**config.mk**
```make
export PLATFORM = sky130hd
export DESIGN_NAME = running_mean_variance_minmax
export DESIGN_NICKNAME = d
export VERILOG_FILES = /design/src/rmvm_pkg.sv /design/src/rmvm_mul.sv /design/src/rmvm_div.sv /design/src/running_mean_variance_minmax.sv
export SDC_FILE = /design/constraint.sdc
export NUM_CORES = 2
export LEC_CHECK = 0
export ABC_AREA = 1
export ABC_CLOCK_PERIOD_IN_PS = 11600
export BUFFER_PORTS_ARGS = -buffer_cell sky130_fd_sc_hd__clkbuf_2
export CORE_AREA = 8 8 422 424
export DETAILED_ROUTE_END_ITERATION = 6
export DIE_AREA = 0 0 430 432
export PLACE_DENSITY = 0.62
export SETUP_SLACK_MARGIN = 0.5
export SLEW_MARGIN = 40
export SYNTH_ARGS = -nofsm -noshare
export SYNTH_HDL_FRONTEND = slang
export SYNTH_SLANG_ARGS = --single-unit
export TNS_END_PERCENT = 30
```
**constraint.sdc**
```tcl
create_clock -name clk -period 11.6 [get_ports clk]
set_input_delay 0.58 -clock clk [delete_from_list [all_inputs] [get_ports clk]]
set_output_delay 0.58 -clock clk [all_outputs]
set_load 0.1 [all_outputs]
```
**src/rmvm_pkg.sv**
```systemverilog
// ----------------------------------------------------------------------------
// rmvm_pkg
// Shared constants, controller states and width helpers for the running
// mean / variance / min / max block.
// ----------------------------------------------------------------------------
package rmvm_pkg;

	// default field widths
	localparam int SAMPLE_BITS_DEF = 16;
	localparam int COUNT_BITS_DEF  = 24;

	// fixed result widths
	localparam int MEAN_W    = 24;
	localparam int VAR_W     = 39;
	// fraction bits of the scaled mean and variance (times 256)
	localparam int FRAC_BITS = 8;

	// controller states
	typedef enum logic [2:0] {
		ST_IDLE,
		ST_SQUARE,
		ST_ACCUM,
		ST_MUL_GO,
		ST_MUL,
		ST_DIV,
		ST_OUT
	} state_t;

	// round a bit count up to whole bytes
	function automatic int pad8(input int w);
		return ((w + 7) / 8) * 8;
	endfunction

endpackage

```
**src/rmvm_mul.sv**
```systemverilog
// ----------------------------------------------------------------------------
// rmvm_mul
// Bit-serial shift-add multiplier: one multiplier bit per cycle, LSB first,
// the partial product shifts right through the product register.
// ----------------------------------------------------------------------------
module rmvm_mul
	import rmvm_pkg::*;
#(
	parameter int A_W = 8,
	parameter int B_W = 8
) (
	input  logic                 clk,
	input  logic                 arst_n,
	input  logic                 start,
	input  logic [A_W-1:0]       a,
	input  logic [B_W-1:0]       b,
	output logic                 busy,
	output logic [A_W+B_W-1:0]   prod
);

	localparam int P_W   = A_W + B_W;
	localparam int CNT_W = $clog2(B_W + 1);

	logic [A_W-1:0]   a_q;
	logic [P_W-1:0]   prod_q;
	logic [CNT_W-1:0] cnt_q;
	logic             busy_q;
	logic [A_W:0]     sum;

	// add the multiplicand into the upper half when the current bit is set
	assign sum = {1'b0, prod_q[P_W-1:B_W]} + (prod_q[0] ? {1'b0, a_q} : '0);

	always_ff @(posedge clk or negedge arst_n) begin
		if (!arst_n) begin
			busy_q <= 1'b0;
			cnt_q  <= '0;
		end else if (start) begin
			busy_q <= 1'b1;
			cnt_q  <= CNT_W'(B_W);
		end else if (busy_q) begin
			cnt_q <= cnt_q - CNT_W'(1);
			if (cnt_q == CNT_W'(1)) begin
				busy_q <= 1'b0;
			end
		end
	end

	always_ff @(posedge clk) begin
		if (start) begin
			a_q    <= a;
			prod_q <= P_W'(b);
		end else if (busy_q) begin
			prod_q <= {sum, prod_q[B_W-1:1]};
		end
	end

	assign busy = busy_q;
	assign prod = prod_q;

endmodule

```
**src/rmvm_div.sv**
```systemverilog
// ----------------------------------------------------------------------------
// rmvm_div
// Bit-serial restoring divider: one dividend bit per cycle, MSB first,
// keeps the low quotient bits.
// ----------------------------------------------------------------------------
module rmvm_div
	import rmvm_pkg::*;
#(
	parameter int N_W = 16,
	parameter int D_W = 8,
	parameter int Q_W = 8
) (
	input  logic             clk,
	input  logic             arst_n,
	input  logic             start,
	input  logic [N_W-1:0]   dividend,
	input  logic [D_W-1:0]   divisor,
	output logic             busy,
	output logic [Q_W-1:0]   quot
);

	localparam int CNT_W = $clog2(N_W + 1);

	logic [N_W-1:0]   num_q;
	logic [D_W-1:0]   den_q;
	logic [D_W-1:0]   rem_q;
	logic [Q_W-1:0]   quot_q;
	logic [CNT_W-1:0] cnt_q;
	logic             busy_q;
	logic [D_W:0]     trial;
	logic [D_W+1:0]   diff;
	logic             borrow;

	assign trial  = {rem_q, num_q[N_W-1]};
	assign diff   = {1'b0, trial} - {2'b00, den_q};
	assign borrow = diff[D_W+1];

	always_ff @(posedge clk or negedge arst_n) begin
		if (!arst_n) begin
			busy_q <= 1'b0;
			cnt_q  <= '0;
		end else if (start) begin
			busy_q <= 1'b1;
			cnt_q  <= CNT_W'(N_W);
		end else if (busy_q) begin
			cnt_q <= cnt_q - CNT_W'(1);
			if (cnt_q == CNT_W'(1)) begin
				busy_q <= 1'b0;
			end
		end
	end

	always_ff @(posedge clk) begin
		if (start) begin
			num_q  <= dividend;
			den_q  <= divisor;
			rem_q  <= '0;
			quot_q <= '0;
		end else if (busy_q) begin
			num_q  <= {num_q[N_W-2:0], 1'b0};
			rem_q  <= borrow ? trial[D_W-1:0] : diff[D_W-1:0];
			quot_q <= {quot_q[Q_W-2:0], ~borrow};
		end
	end

	assign busy = busy_q;
	assign quot = quot_q;

endmodule

```
**src/running_mean_variance_minmax.sv**
```systemverilog
// ----------------------------------------------------------------------------
// running_mean_variance_minmax
// Running count, mean, sample variance, minimum and maximum of a stream of
// signed samples, computed exactly with bit-serial multipliers and dividers.
// ----------------------------------------------------------------------------
// Each input beat carries one signed sample. The block folds it into an exact
// count, sum and sum of squares (and into min and max), then answers with one
// output beat: the count, the mean times 256 (truncated toward zero), the
// sample variance times 256, (n*sumsq - sum^2)*256 / (n*(n-1)) truncated and
// zero below two samples, the min and max, and a flag in tuser that is set
// when the count was already at 2^COUNT_BITS-1 so that the sample only moved
// min and max. The products n*sumsq, sum^2 and n*(n-1) are formed side by
// side, one multiplier bit per cycle, then the variance divide runs one
// dividend bit per cycle over 2*(SAMPLE_BITS+COUNT_BITS)+8 bits, with the
// mean divide beside it. The input is ready only between samples; a finished
// result sits in the output register, so the next sample is taken while it
// waits for the sink.
// ----------------------------------------------------------------------------
module running_mean_variance_minmax
	import rmvm_pkg::*;
#(
	parameter int SAMPLE_BITS = SAMPLE_BITS_DEF,
	parameter int COUNT_BITS  = COUNT_BITS_DEF
) (
	input  logic                clk,
	input  logic                arst_n,
	// input stream
	input  logic                s_axis_tvalid,
	output logic                s_axis_tready,
	// tdata: sample
	input  logic [pad8(SAMPLE_BITS)-1:0] s_axis_tdata,
	// output stream
	output logic                m_axis_tvalid,
	input  logic                m_axis_tready,
	// tdata: sample_count, mean_scaled, variance_scaled, smallest, largest
	output logic [pad8(COUNT_BITS + MEAN_W + VAR_W + 2*SAMPLE_BITS)-1:0] m_axis_tdata,
	// tuser: count_saturated
	output logic                m_axis_tuser
);

	localparam int SUM_W  = SAMPLE_BITS + COUNT_BITS;      // signed running sum
	localparam int SQ_W   = 2*SAMPLE_BITS + COUNT_BITS;    // sum of squares
	localparam int PROD_W = 2*SUM_W;                       // n*sumsq and sum^2
	localparam int NN_W   = 2*COUNT_BITS;                  // n*(n-1)
	localparam int OUT_FW = COUNT_BITS + MEAN_W + VAR_W + 2*SAMPLE_BITS;
	localparam int OUT_W  = pad8(OUT_FW);

	// controller
	state_t state_q, state_d;
	logic   mul_start, div_start, out_load, in_ready;
	logic   in_beat;

	// accumulated state
	logic [COUNT_BITS-1:0]    tally_q;
	logic [SUM_W-1:0]         sum_q;     // two's complement
	logic [SQ_W-1:0]          sqsum_q;
	logic [SAMPLE_BITS-1:0]   min_q;
	logic [SAMPLE_BITS-1:0]   max_q;
	logic                     sat_q;

	// sample staging
	logic [SAMPLE_BITS-1:0]   sample_q;
	logic [SAMPLE_BITS-1:0]   sample_abs;
	logic [2*SAMPLE_BITS-1:0] sq_s1;

	// serial arithmetic
	logic [SUM_W-1:0]         sum_abs;
	logic [COUNT_BITS-1:0]    tally_m1;
	logic [PROD_W-1:0]        nq_prod, ss_prod;
	logic [NN_W-1:0]          nn_prod;
	logic                     nq_busy, ss_busy, nn_busy, mul_busy;
	logic [PROD_W-1:0]        spread;
	logic [MEAN_W-1:0]        mean_quot;
	logic [VAR_W-1:0]         var_quot;
	logic                     mean_busy, var_busy, div_busy;

	// output register
	logic                     m_valid_q;
	logic [COUNT_BITS-1:0]    count_out_q;
	logic [MEAN_W-1:0]        mean_out_q;
	logic [VAR_W-1:0]         var_out_q;
	logic [SAMPLE_BITS-1:0]   min_out_q;
	logic [SAMPLE_BITS-1:0]   max_out_q;
	logic                     sat_out_q;

	assign in_beat = s_axis_tvalid && in_ready;

	// ------------------------------------------------------------------------
	// controller
	// ------------------------------------------------------------------------
	always_ff @(posedge clk or negedge arst_n) begin
		if (!arst_n) begin
			state_q <= ST_IDLE;
		end else begin
			state_q <= state_d;
		end
	end

	always_comb begin
		state_d   = state_q;
		in_ready  = 1'b0;
		mul_start = 1'b0;
		div_start = 1'b0;
		out_load  = 1'b0;
		unique case (state_q)
			ST_IDLE: begin
				in_ready = 1'b1;
				if (s_axis_tvalid) begin
					state_d = ST_SQUARE;
				end
			end
			ST_SQUARE: state_d = ST_ACCUM;
			ST_ACCUM:  state_d = ST_MUL_GO;
			ST_MUL_GO: begin
				mul_start = 1'b1;
				state_d   = ST_MUL;
			end
			ST_MUL: begin
				// all three products settled: launch both divides
				if (!mul_busy) begin
					div_start = 1'b1;
					state_d   = ST_DIV;
				end
			end
			ST_DIV: begin
				if (!div_busy) begin
					state_d = ST_OUT;
				end
			end
			ST_OUT: begin
				// hold the result until the output register is free
				if (!m_valid_q || m_axis_tready) begin
					out_load = 1'b1;
					state_d  = ST_IDLE;
				end
			end
			default: state_d = ST_IDLE;
		endcase
	end

	// ------------------------------------------------------------------------
	// sample capture, square and accumulation
	// ------------------------------------------------------------------------
	assign sample_abs = sample_q[SAMPLE_BITS-1] ? -sample_q : sample_q;

	always_ff @(posedge clk) begin
		if (in_beat) begin
			sample_q <= s_axis_tdata[SAMPLE_BITS-1:0];
		end
		if (state_q == ST_SQUARE) begin
			sq_s1 <= (2*SAMPLE_BITS)'(sample_abs) * (2*SAMPLE_BITS)'(sample_abs);
		end
	end

	always_ff @(posedge clk or negedge arst_n) begin
		if (!arst_n) begin
			tally_q <= '0;
			sum_q   <= '0;
			sqsum_q <= '0;
			min_q   <= {1'b0, {(SAMPLE_BITS-1){1'b1}}};
			max_q   <= {1'b1, {(SAMPLE_BITS-1){1'b0}}};
			sat_q   <= 1'b0;
		end else if (state_q == ST_ACCUM) begin
			// count at its limit: only min and max move
			sat_q <= (tally_q == {COUNT_BITS{1'b1}});
			if (tally_q != {COUNT_BITS{1'b1}}) begin
				tally_q <= tally_q + COUNT_BITS'(1);
				sum_q   <= sum_q + {{COUNT_BITS{sample_q[SAMPLE_BITS-1]}}, sample_q};
				sqsum_q <= sqsum_q + {{COUNT_BITS{1'b0}}, sq_s1};
			end
			if ($signed(sample_q) < $signed(min_q)) begin
				min_q <= sample_q;
			end
			if ($signed(sample_q) > $signed(max_q)) begin
				max_q <= sample_q;
			end
		end
	end

	// ------------------------------------------------------------------------
	// products: n*sumsq, sum^2 and n*(n-1), in parallel
	// ------------------------------------------------------------------------
	assign sum_abs  = sum_q[SUM_W-1] ? -sum_q : sum_q;
	assign tally_m1 = tally_q - COUNT_BITS'(1);

	rmvm_mul #(
		.A_W (SQ_W),
		.B_W (COUNT_BITS)
	) u_mul_nq (
		.clk    (clk),
		.arst_n (arst_n),
		.start  (mul_start),
		.a      (sqsum_q),
		.b      (tally_q),
		.busy   (nq_busy),
		.prod   (nq_prod)
	);

	rmvm_mul #(
		.A_W (SUM_W),
		.B_W (SUM_W)
	) u_mul_ss (
		.clk    (clk),
		.arst_n (arst_n),
		.start  (mul_start),
		.a      (sum_abs),
		.b      (sum_abs),
		.busy   (ss_busy),
		.prod   (ss_prod)
	);

	rmvm_mul #(
		.A_W (COUNT_BITS),
		.B_W (COUNT_BITS)
	) u_mul_nn (
		.clk    (clk),
		.arst_n (arst_n),
		.start  (mul_start),
		.a      (tally_q),
		.b      (tally_m1),
		.busy   (nn_busy),
		.prod   (nn_prod)
	);

	assign mul_busy = nq_busy || ss_busy || nn_busy;

	// never negative: n*sumsq >= sum^2
	assign spread = nq_prod - ss_prod;

	// ------------------------------------------------------------------------
	// divides: variance and mean, in parallel
	// ------------------------------------------------------------------------
	rmvm_div #(
		.N_W (PROD_W + FRAC_BITS),
		.D_W (NN_W),
		.Q_W (VAR_W)
	) u_div_var (
		.clk      (clk),
		.arst_n   (arst_n),
		.start    (div_start),
		.dividend ({spread, {FRAC_BITS{1'b0}}}),
		.divisor  (nn_prod),
		.busy     (var_busy),
		.quot     (var_quot)
	);

	rmvm_div #(
		.N_W (SUM_W + FRAC_BITS),
		.D_W (COUNT_BITS),
		.Q_W (MEAN_W)
	) u_div_mean (
		.clk      (clk),
		.arst_n   (arst_n),
		.start    (div_start),
		.dividend ({sum_abs, {FRAC_BITS{1'b0}}}),
		.divisor  (tally_q),
		.busy     (mean_busy),
		.quot     (mean_quot)
	);

	assign div_busy = var_busy || mean_busy;

	// ------------------------------------------------------------------------
	// output register
	// ------------------------------------------------------------------------
	always_ff @(posedge clk or negedge arst_n) begin
		if (!arst_n) begin
			m_valid_q <= 1'b0;
		end else if (out_load) begin
			m_valid_q <= 1'b1;
		end else if (m_axis_tready) begin
			m_valid_q <= 1'b0;
		end
	end

	always_ff @(posedge clk) begin
		if (out_load) begin
			count_out_q <= tally_q;
			// truncation toward zero: divide magnitudes, then restore the sign
			mean_out_q  <= sum_q[SUM_W-1] ? -mean_quot : mean_quot;
			// below two samples the divisor is zero; variance is defined as zero
			var_out_q   <= (tally_q < COUNT_BITS'(2)) ? '0 : var_quot;
			min_out_q   <= min_q;
			max_out_q   <= max_q;
			sat_out_q   <= sat_q;
		end
	end

	assign s_axis_tready = in_ready;
	assign m_axis_tvalid = m_valid_q;
	assign m_axis_tdata  = OUT_W'({max_out_q, min_out_q, var_out_q, mean_out_q, count_out_q});
	assign m_axis_tuser  = sat_out_q;

endmodule
```
==> impl_metrics.tcl <==
set metrics [dict create \
    cts_tree "done" \
    status "finished, final reports clean" \
    r2r-start "sample_q[0]" \
    yosys.area_share.xor_xnor_pct 2.716 \
    grt.total_usage_pct 26.59 \
    vias_per_cell 5.212 \
    required_ns 12.10 \
    fin_tns_setup_ns 0 \
    synth_top_family_by_area "simple AND/OR/NAND/NOR gates" \
    nFillCells 17390 \
    relSlewSlack_pct 38.51 \
    yosys-top-cells-count "3370 x nand2_1, 2005 x inv_1, 1068 x nor2_1" \
    hold_start "m_axis_tready" \
    num_vias 69630 \
    ys.flop_type "edfxtp_1" \
    ys_types 64 \
    die_area_mm2 0.1858 \
    fmax_ghz 0.1242 \
    clk_pin_slew_ns 0.07 \
    startpoint "sample_q[0]" \
    avgSynthCellArea_um2 7.005 \
    synth_top_area_share_pct 22.28 \
    drive_gt1_share_pct 4.521 \
    final-hold-violation-count 0 \
    synthAdderAreaFrac_pct 12.41 \
    ff2ff_setup_slack_ns 3.55 \
    syn_area_mm2 0.07642 \
    r2r-end "sq_s1[26]" \
    synth-seq-area-share_pct 35.24 \
    synth_area_leader_cell "edfxtp_1" \
    ys_async_sr_fraction_pct 18.85 \
    grt_pass1_wl_mm 390.3 \
    grt_start_max_net_pins 173 \
    clk_path_buf_depth 3 \
    initial_core_util_pct 44.70 \
    worst_pin_slew_ns 0.9192 \
    synth_compound_area_share_pct 9.317 \
    num-nets-final 11700 \
    netlist_instances 10910 \
    cts_buffers 113 \
    ys_ff_latch 1013 \
    reg2regPathDepth 31 \
    final.min_clock_period_ns 8.049 \
    syn_to_final_growth_pct 9.440 \
    synthSimpleGateAreaFrac_pct 29.12 \
    hpwl_mm 205.6 \
    cts_root_buf "clkbuf_16" \
    overflow 0 \
    antenna_found_initial 2 \
    die_w_um 430 \
    synth_most_common_cell "nand2_1" \
    crit_fanout 20 \
    grt_pass1_vias 66800 \
    routedWlPerCell_um 19.13 \
    antenna_left 0 \
    hp-class "primary input to flop" \
    drc 0 \
    path_class "flop to flop" \
    portBuffers 141 \
    first_pass_iters 6 \
    drt_iter0_markers 5639 \
    min_path_cells 4 \
    cts_setup_buffers 0 \
    min_period_over_period_pct 69.39 \
    drv_cap 0 \
    report.final.slew_viol_count 0 \
    skew_ns 0.03770 \
    end_kind "flop" \
    synth.area.top_cells "edfxtp_1 22%, nand2_1 17%, inv_1 9.8%, ha_1 7.9%, dfxtp_1 6.7%" \
    gp_congestion 1.009 \
    grt_setup_unrepaired "false" \
    fp.coreArea_mm2 0.1710 \
    htreeDepth 3 \
    clkLatencyLatePin_ns 0.77 \
    whs_endpoint "m_axis_tvalid" \
    finalSetupViolCount 0 \
    synth_edf_count 567 \
    rows 152 \
    die_height_um 432 \
    slowest_delay_ns 0.58 \
    slowest_stage "fa_1" \
    cp-start-kind "flop" \
    ys_warn_count 0 \
    worstPathArrival_ns 8.54 \
    synth_mux_area_share_pct 0 \
    totalWireLength_mm 255.5 \
    clock-sinks 1013 \
    io_pins 143 \
]
## per-stage QoR
step | hold WS [ns] | setup WS (ns) | instances | area (um^2) | utilization, %
2_1_floorplan | 0.2844 | 4.674 | 10920 | 76460 | -
3_3_place_gp | 0.4292 | 3.664 | 13120 | 79430 | 46.46
3_5_place_dp | 0.4208 | 3.632 | 13120 | 79610 | 46.56
4_1_cts | 0.09055 | 3.592 | 13360 | 83600 | 48.90
5_1_grt | 0.1436 | 3.076 | 13360 | 83630 | 48.92
6_report | 0.1401 | 3.551 | 13360 | 83640 | 48.92
## area by class of cell
class | count | area [um^2] | share of cell area (%)
diodes | 2 | 5.005 | 0.005984
clock buffers | 139 | 2987 | 3.571
clock inverters | 77 | 833.3 | 0.9963
inverters | 2029 | 7629 | 9.121
multi-input cells | 7664 | 41160 | 49.22
flip-flops and latches | 1013 | 26930 | 32.20
well taps | 2233 | 2794 | 3.341
repair buffers | 203 | 1290 | 1.542
## critical path: cells and delay by family (launching register included)
| kind | cells | cell delay [ns] |
|---|---|---|
| fa+ha+maj | 8 | 3.79 |
| compound gates | 4 | 0.86 |
| simple gates | 10 | 1.53 |
| buf+inv | 8 | 0.95 |
| xor+xnor | 1 | 0.14 |
| flops | 1 | 0.53 |
## how the worst max path moves through the flow
stage                 to  slack, ns  depth (start not counted)
6_report       sq_s1[26]       3.55                         31
5_1_grt        sq_s1[28]       3.08                         33
4_1_cts        sq_s1[26]       3.59                         31
3_5_place_dp   sq_s1[26]       3.63                         25
3_3_place_gp   sq_s1[26]       3.66                         31
2_1_floorplan  sq_s1[26]       4.67                         32
## cell usage in the layout, fill, tap and decap left out, types with 18 or more instances in the layout
cell / synthesis / final
a21boi_0: 23 / 23
a21o_1: 21 / 21
a21oi_1: 544 / 544
a31oi_1: 22 / 22
buf_4: 6 / 34
clkbuf_1: 136 / 21
clkbuf_16: 0 / 114
clkbuf_2: 1 / 140
clkinv_1: 7 / 18
clkinv_2: 0 / 22
dfrtp_1: 175 / 172
dfxtp_1: 255 / 255
edfxtp_1: 567 / 567
fa_1: 172 / 172
ha_1: 483 / 483
inv_1: 2005 / 2003
nand2_1: 3370 / 3365
nand3_1: 580 / 580
nand3b_1: 43 / 43
nand4_1: 161 / 161
nor2_1: 1068 / 1063
nor3_1: 115 / 114
nor4_1: 31 / 31
o211ai_1: 33 / 33
o21a_1: 28 / 28
o21ai_0: 487 / 484
o21bai_1: 47 / 47
o22ai_1: 63 / 63
or2_2: 24 / 24
xnor2_1: 80 / 80
xor2_1: 157 / 141
## timing repair
| action | 4_1_cts | 5_1_grt |
|---|---|---|
| hold buffers | 17 | 0 |
| endpoints found under the hold margin | 72 | 0 |
| resized for setup | 0 | 0 |
## per-layer routing
metal	track usage [%]	up-vias	part of all wire (%)
met5	0	-	0
met4	7.689	0	3.1
met3	3.162	368	6.0
met1	36.75	32460	45
li1	-	34770	-
met2	43.98	2037	45
## cell families after synthesis
group / after synthesis
flops: 1013
simple gates: 5452
other cells: 2
buf+inv: 2243
xor+xnor: 237
compound gates: 1308
fa+ha+maj: 655
## sequential cells by signal, summed over array words and instances, names as in the netlist, 31 cells and up
signal            flops
var_out_q            39
u_mul_nq.prod        80
u_mul_ss.prod        80
sqsum_q              56
u_div_var.den_q      48
u_mul_nn.prod        48
u_mul_ss.a_q         40
u_mul_nq.a_q         56
sq_s1                31
u_div_var.rem_q      48
u_div_var.num_q      80
sum_q                40
u_div_mean.num_q     40
u_div_var.quot       39
Power is not shown: default switching activity piles up to over one toggle a cycle in this logic, so the estimate is an artifact.
